$ cat src/hw/rtl/block_average_pixelizer_macros.svh
// assertion macros used by the rtl controller
`ifndef BLOCK_AVERAGE_PIXELIZER_MACROS_SVH
`define BLOCK_AVERAGE_PIXELIZER_MACROS_SVH

// same-cycle implication, checked outside reset
`define BPX_ASSERT_NOW(label, ante, cons, msg) \
    label: assert property (@(posedge i_clk) disable iff (!i_rst_n) (ante) |-> (cons)) \
        else $error(msg);

// next-cycle implication, checked outside reset
`define BPX_ASSERT_NEXT(label, ante, cons, msg) \
    label: assert property (@(posedge i_clk) disable iff (!i_rst_n) (ante) |=> (cons)) \
        else $error(msg);

`endif

$ cat src/hw/rtl/bpx_pkg.sv
package bpx_pkg;

    // defaults for the top level parameters
    localparam int DEF_MAX_WIDTH  = 256;
    localparam int DEF_MAX_HEIGHT = 256;
    localparam int DEF_MAX_BLOCK  = 16;

    // fixed field widths
    localparam int PIX_W      = 8;
    localparam int TILE_W     = 8;
    localparam int SUM_W      = 16;
    localparam int CFG_DIM_W  = 9;
    localparam int CFG_BLK_W  = 5;
    localparam int CFG_DATA_W = 9;
    localparam int CFG_IDX_W  = 2;
    localparam int CHAN_N     = 3;

    // register values after reset
    localparam logic [CFG_DIM_W-1:0] RST_WIDTH  = CFG_DIM_W'(256);
    localparam logic [CFG_DIM_W-1:0] RST_HEIGHT = CFG_DIM_W'(256);
    localparam logic [CFG_BLK_W-1:0] RST_BLOCK  = CFG_BLK_W'(8);

    typedef enum logic [CFG_IDX_W-1:0] {
        CFG_WIDTH  = 2'd0,
        CFG_HEIGHT = 2'd1,
        CFG_BLOCK  = 2'd2
    } t_cfg_idx;

    typedef enum logic [1:0] {
        S_IDLE,
        S_ACC,
        S_DIV,
        S_OUT
    } t_state;

    // controller to datapath
    typedef struct packed {
        logic accept;
        logic acc;
        logic out_load;
    } t_cmd;

    // datapath to controller
    typedef struct packed {
        logic complete;
        logic div_done;
        logic out_free;
    } t_sts;

    typedef struct packed {
        logic [SUM_W-1:0] red;
        logic [SUM_W-1:0] green;
        logic [SUM_W-1:0] blue;
    } t_rgb_sum;

endpackage

$ cat src/hw/rtl/bpx_ctrl.sv
`include "block_average_pixelizer_macros.svh"

module bpx_ctrl
    import bpx_pkg::*;
(
    input  logic i_clk,
    input  logic i_rst_n,
    input  logic i_valid,
    output logic o_stall,
    input  t_sts i_sts,
    output t_cmd o_cmd
);

    t_state r_state;
    t_state n_state;

    always_ff @(posedge i_clk) begin
        if (!i_rst_n) begin
            r_state <= S_IDLE;
        end else begin
            r_state <= n_state;
        end
    end

    always_comb begin
        n_state        = r_state;
        o_cmd.accept   = 1'b0;
        o_cmd.acc      = 1'b0;
        o_cmd.out_load = 1'b0;
        o_stall        = 1'b1;
        case (r_state)
            S_IDLE: begin
                o_stall = 1'b0;
                if (i_valid) begin
                    o_cmd.accept = 1'b1;
                    n_state      = S_ACC;
                end
            end
            S_ACC: begin
                o_cmd.acc = 1'b1;
                n_state   = i_sts.complete ? S_DIV : S_IDLE;
            end
            S_DIV: begin
                if (i_sts.div_done) begin
                    n_state = S_OUT;
                end
            end
            S_OUT: begin
                if (i_sts.out_free) begin
                    o_cmd.out_load = 1'b1;
                    n_state        = S_IDLE;
                end
            end
            default: begin
                n_state = S_IDLE;
            end
        endcase
    end

    `BPX_ASSERT_NEXT(a_accept_to_acc, o_cmd.accept, r_state == S_ACC, "accepted item not summed")
    `BPX_ASSERT_NOW(a_div_done_in_div, i_sts.div_done, r_state == S_DIV, "divider done out of turn")
    `BPX_ASSERT_NEXT(a_load_to_idle, o_cmd.out_load, r_state == S_IDLE && !o_stall, "no return to idle")

endmodule

$ cat config.mk
export PLATFORM = sky130hd
export DESIGN_NAME = bpx_ctrl
export DESIGN_NICKNAME = d
export VERILOG_FILES = /design/src/hw/rtl/bpx_pkg.sv /design/src/hw/rtl/bpx_ctrl.sv
export VERILOG_INCLUDE_DIRS = /design/src /design/src/hw/rtl
export SDC_FILE = /design/constraint.sdc
export NUM_CORES = 1
export LEC_CHECK = 0
export ABC_AREA = 1
export BUFFER_PORTS_ARGS = -buffer_cell sky130_fd_sc_hd__buf_2
export CAP_MARGIN = 20
export CORE_AREA = 2 2 39 41
export DETAILED_ROUTE_END_ITERATION = 12
export DIE_AREA = 0 0 41 43
export RECOVER_POWER = 25
export SLEW_MARGIN = 30
export SYNTH_ARGS = -nofsm -noshare
export SYNTH_HDL_FRONTEND = slang
export SYNTH_SLANG_ARGS = --single-unit
$ cat constraint.sdc
create_clock -name i_clk -period 1.2 [get_ports i_clk]
set_clock_uncertainty 0.1 [all_clocks]
set_input_delay 0.18 -clock i_clk [delete_from_list [all_inputs] [get_ports i_clk]]
set_output_delay 0.18 -clock i_clk [all_outputs]
set_load 0.005 [all_outputs]
==> impl_results.md <==
* Power density relative to cell area at 1170 nW/um^2
* TritonCTS clock tree: built
* Clock network power share at 51.8%
* Time the worst path needs with I/O delays and setup at 1.16 ns
* Std-Cell Rows at 14
* Clock sink total at 2
* Diode insertion count for antenna repair at 0
* Initial standard-cell utilization of the core at 8.23%
* Fraction of layout instances using a drive strength above 1 at 71.9%
* Largest net degree at the start of global routing at 6
* Highest clock frequency the design can meet at 863 MHz
* Max-capacitance violation count at 0
* Post-Synthesis Net Count at 24
* Buffers from clock root to sink, at most at 2
* Worst Setup Start Kind: flip-flop
* Remaining antenna violation count after routing at 0
* Fillers at 164
* Sequential share of power at 28.2%
* Overall global routing resource usage at 4.70%
* WL final at 342 um
* Average cell area after synthesis at 6.33 um^2
* Routed wirelength normalized by instance count at 7.13 um
* Fraction of the yosys area taken by sequential cells at 35.2%
* Async set-or-reset flop fraction in the synthesized netlist at 0%
* H-tree lvl count at 1
* I/O Buffers at 9
* Number of setup violations in the final report at 0
* Number of buffers added by the clock tree synthesis step at 3
* Relative max-transition margin at 90.5%
* NumNets Final at 40
* EDFF count, synth at 0
* Most numerous cell types in the synthesized netlist: inv_1 (5), nand2_1 (3), dfxtp_1 (2), nor2_2 (2)
* Netlist cell types at 10
* Final count of hold timing violations at 0
* Period utilisation layout at 96.5%
* Core Region at 1380 um^2
* Cell taking the most area after synthesis: dfxtp_1
* Type of element capturing the critical path: output port
* Net switching power at 68.1 uW
* Number of detailed-routing iterations run before antenna repair at 2
* Clock-pin transition on the worst setup and hold timing paths at 0.03 ns
* Result of the run: finished clean
* Predominant post-synthesis flop cell: dfxtp_1
* Syn-to-layout area delta at 111%
* Share of the core filled with cells at 17.4%
* Maximum fanout along the worst path at 4
* Sequential cell area at 47.5 um^2
* Net Sw Frac at 24.2%
* Via count of the first global-routing pass at 139
* Dominant cell by count in the synthesized netlist: inv_1
* Routability Congestion at 0.430
* Number of DRC violations after detailed routing at 0
* Total half-perimeter wirelength after legalization and detailed placement at 228 um
* I/O pin total at 10
* Detailed-route via count at 163
* Clock tree root driver cell: clkbuf_4
* Most area-consuming cells after synthesis: dfxtp_1 (35%), inv_1 (16%), nor2_2 (11%)
* Number of hold-repair buffers added at the cts stage at 0
* Leakage power at 0.000130 uW
* Arrival time of the worst setup path at 0.88 ns
* Comb power frac at 20.0%
* Die Area at 1760 um^2
* Worst setup path class: flip-flop to output port
* VDD IR max at 208 uV
* Count of state elements after synthesis at 2
* Post-route cell area at 240 um^2
* Source-to-sink clock delay at the later pin of the worst-skew pair at 0.22 ns
* Required arrival time at the worst endpoint at 0.92 ns
* Post-Place Cell Area at 179 um^2
* Global-route wire length before repair at 434 um
* Cell area after technology mapping at 114 um^2
* Worst Tran Pin Value at 0.142 ns
* Worst setup timing slack at the placement stage at 0.208 ns
* Cell Int Power at 213 uW
* Number of antenna violations at the first check in global routing at 0
* Area of combinational cells with multiple inputs at 61.3 um^2
* Leftover overflow at the end of global routing at 0
* Count of final max-slew check failures at 0
* Total chip power at 281 uW
* Die outline width at 41 um
* Summed negative setup slack over all endpoints at 0 ns
* Worst Setup Slack, final at 0.0417 ns
* Die Height at 43 um
* Area fraction of the dominant cell type after synthesis at 35.2%
* Count of warnings emitted by yosys at 0
* Type of the tightest min-delay check: primary input to flip-flop
* Count of routing violations after the opening detailed-route iteration at 2
* Number of cells produced by synthesis at 18
* Setup repair after global routing missed its margin: yes
* Vias per cell at 3.40
-- worst max-delay path, stage by stage, from the launching register on --
cell and delay, ns:
dfxtp_4 0.36, nand2_2 0.06, nor2_2 0.11, buf_2 0.12
-- cell families after synthesis --
kind of cell	synth area share, %
AND/OR/NAND/NOR	33.0
buffers and inverters	19.8
flip-flops	35.2
AO/OA/AOI/OAI	12.1
-- routing by layer --
layer	GRT usage, %	wire, um	part of all wire [%]
met1	1.91	107	31
met2	6.25	171	50
met3	6.28	54	16
met4	6.00	9	2.6
met5	0	0	0
-- placed cells by master (no fill, tap or decap) --
| master | synthesis | routed |
|---|---|---|
| a21oi_1 | 1 | 1 |
| a21oi_2 | 1 | 1 |
| buf_2 | 0 | 8 |
| buf_4 | 0 | 2 |
| buf_6 | 0 | 1 |
| clkbuf_4 | 0 | 3 |
| dfxtp_4 | 0 | 2 |
| inv_1 | 5 | 4 |
| inv_2 | 1 | 2 |
| nand2_1 | 3 | 1 |
| nand2_2 | 0 | 2 |
| nand3_1 | 1 | 1 |
| nor2_1 | 1 | 1 |
| nor2_2 | 2 | 1 |
| nor2_4 | 0 | 1 |
| nor3_1 | 1 | 1 |
-- path summary, 6_finish.rpt --
kind,from,to,slack (ns),cells past startpoint
min reg2reg,flip-flop,r_state[0],0.44,2
max reg2reg,flip-flop,r_state[0],0.27,4
min,i_rst_n,r_state[0],0.11,3
max,r_state[0],o_cmd[0],0.04,3
-- through the flow --
stage	instances	hold WS [ns]
floorplan	18	0.221
detailed placement	43	0.341
CTS	47	0.101
global route	48	0.149
finish	48	0.112
global placement	43	0.334
-- power by group through the flow --
stage | Combinational (uW) | Clock [uW] | Sequential, uW
after floorplan | 22.9 | 0 | 77.9
after global placement | 42.1 | 0 | 79.0
after detailed placement | 42.6 | 0 | 78.7
after CTS | 47.6 | 159 | 78.9
after global routing | 63.5 | 160 | 80.2
final | 56.3 | 146 | 79.4
-- repair_timing --
action,CTS,global route
pin swaps,2,3
endpoints found under the hold margin,0,0
gates resized for setup,2,7
setup endpoints to repair,2,2
setup buffers,1,1
-- final cells by class --
type                            instances  area share (%)
Inverter                                6            9.38
Clock buffer                            3            9.38
Timing Repair Buffer                   11            27.6
Multi-Input combinational cell         10            25.5
Sequential cell                         2            19.8
Tap cell                               16            8.33
Power figures use the tool's default switching activity.
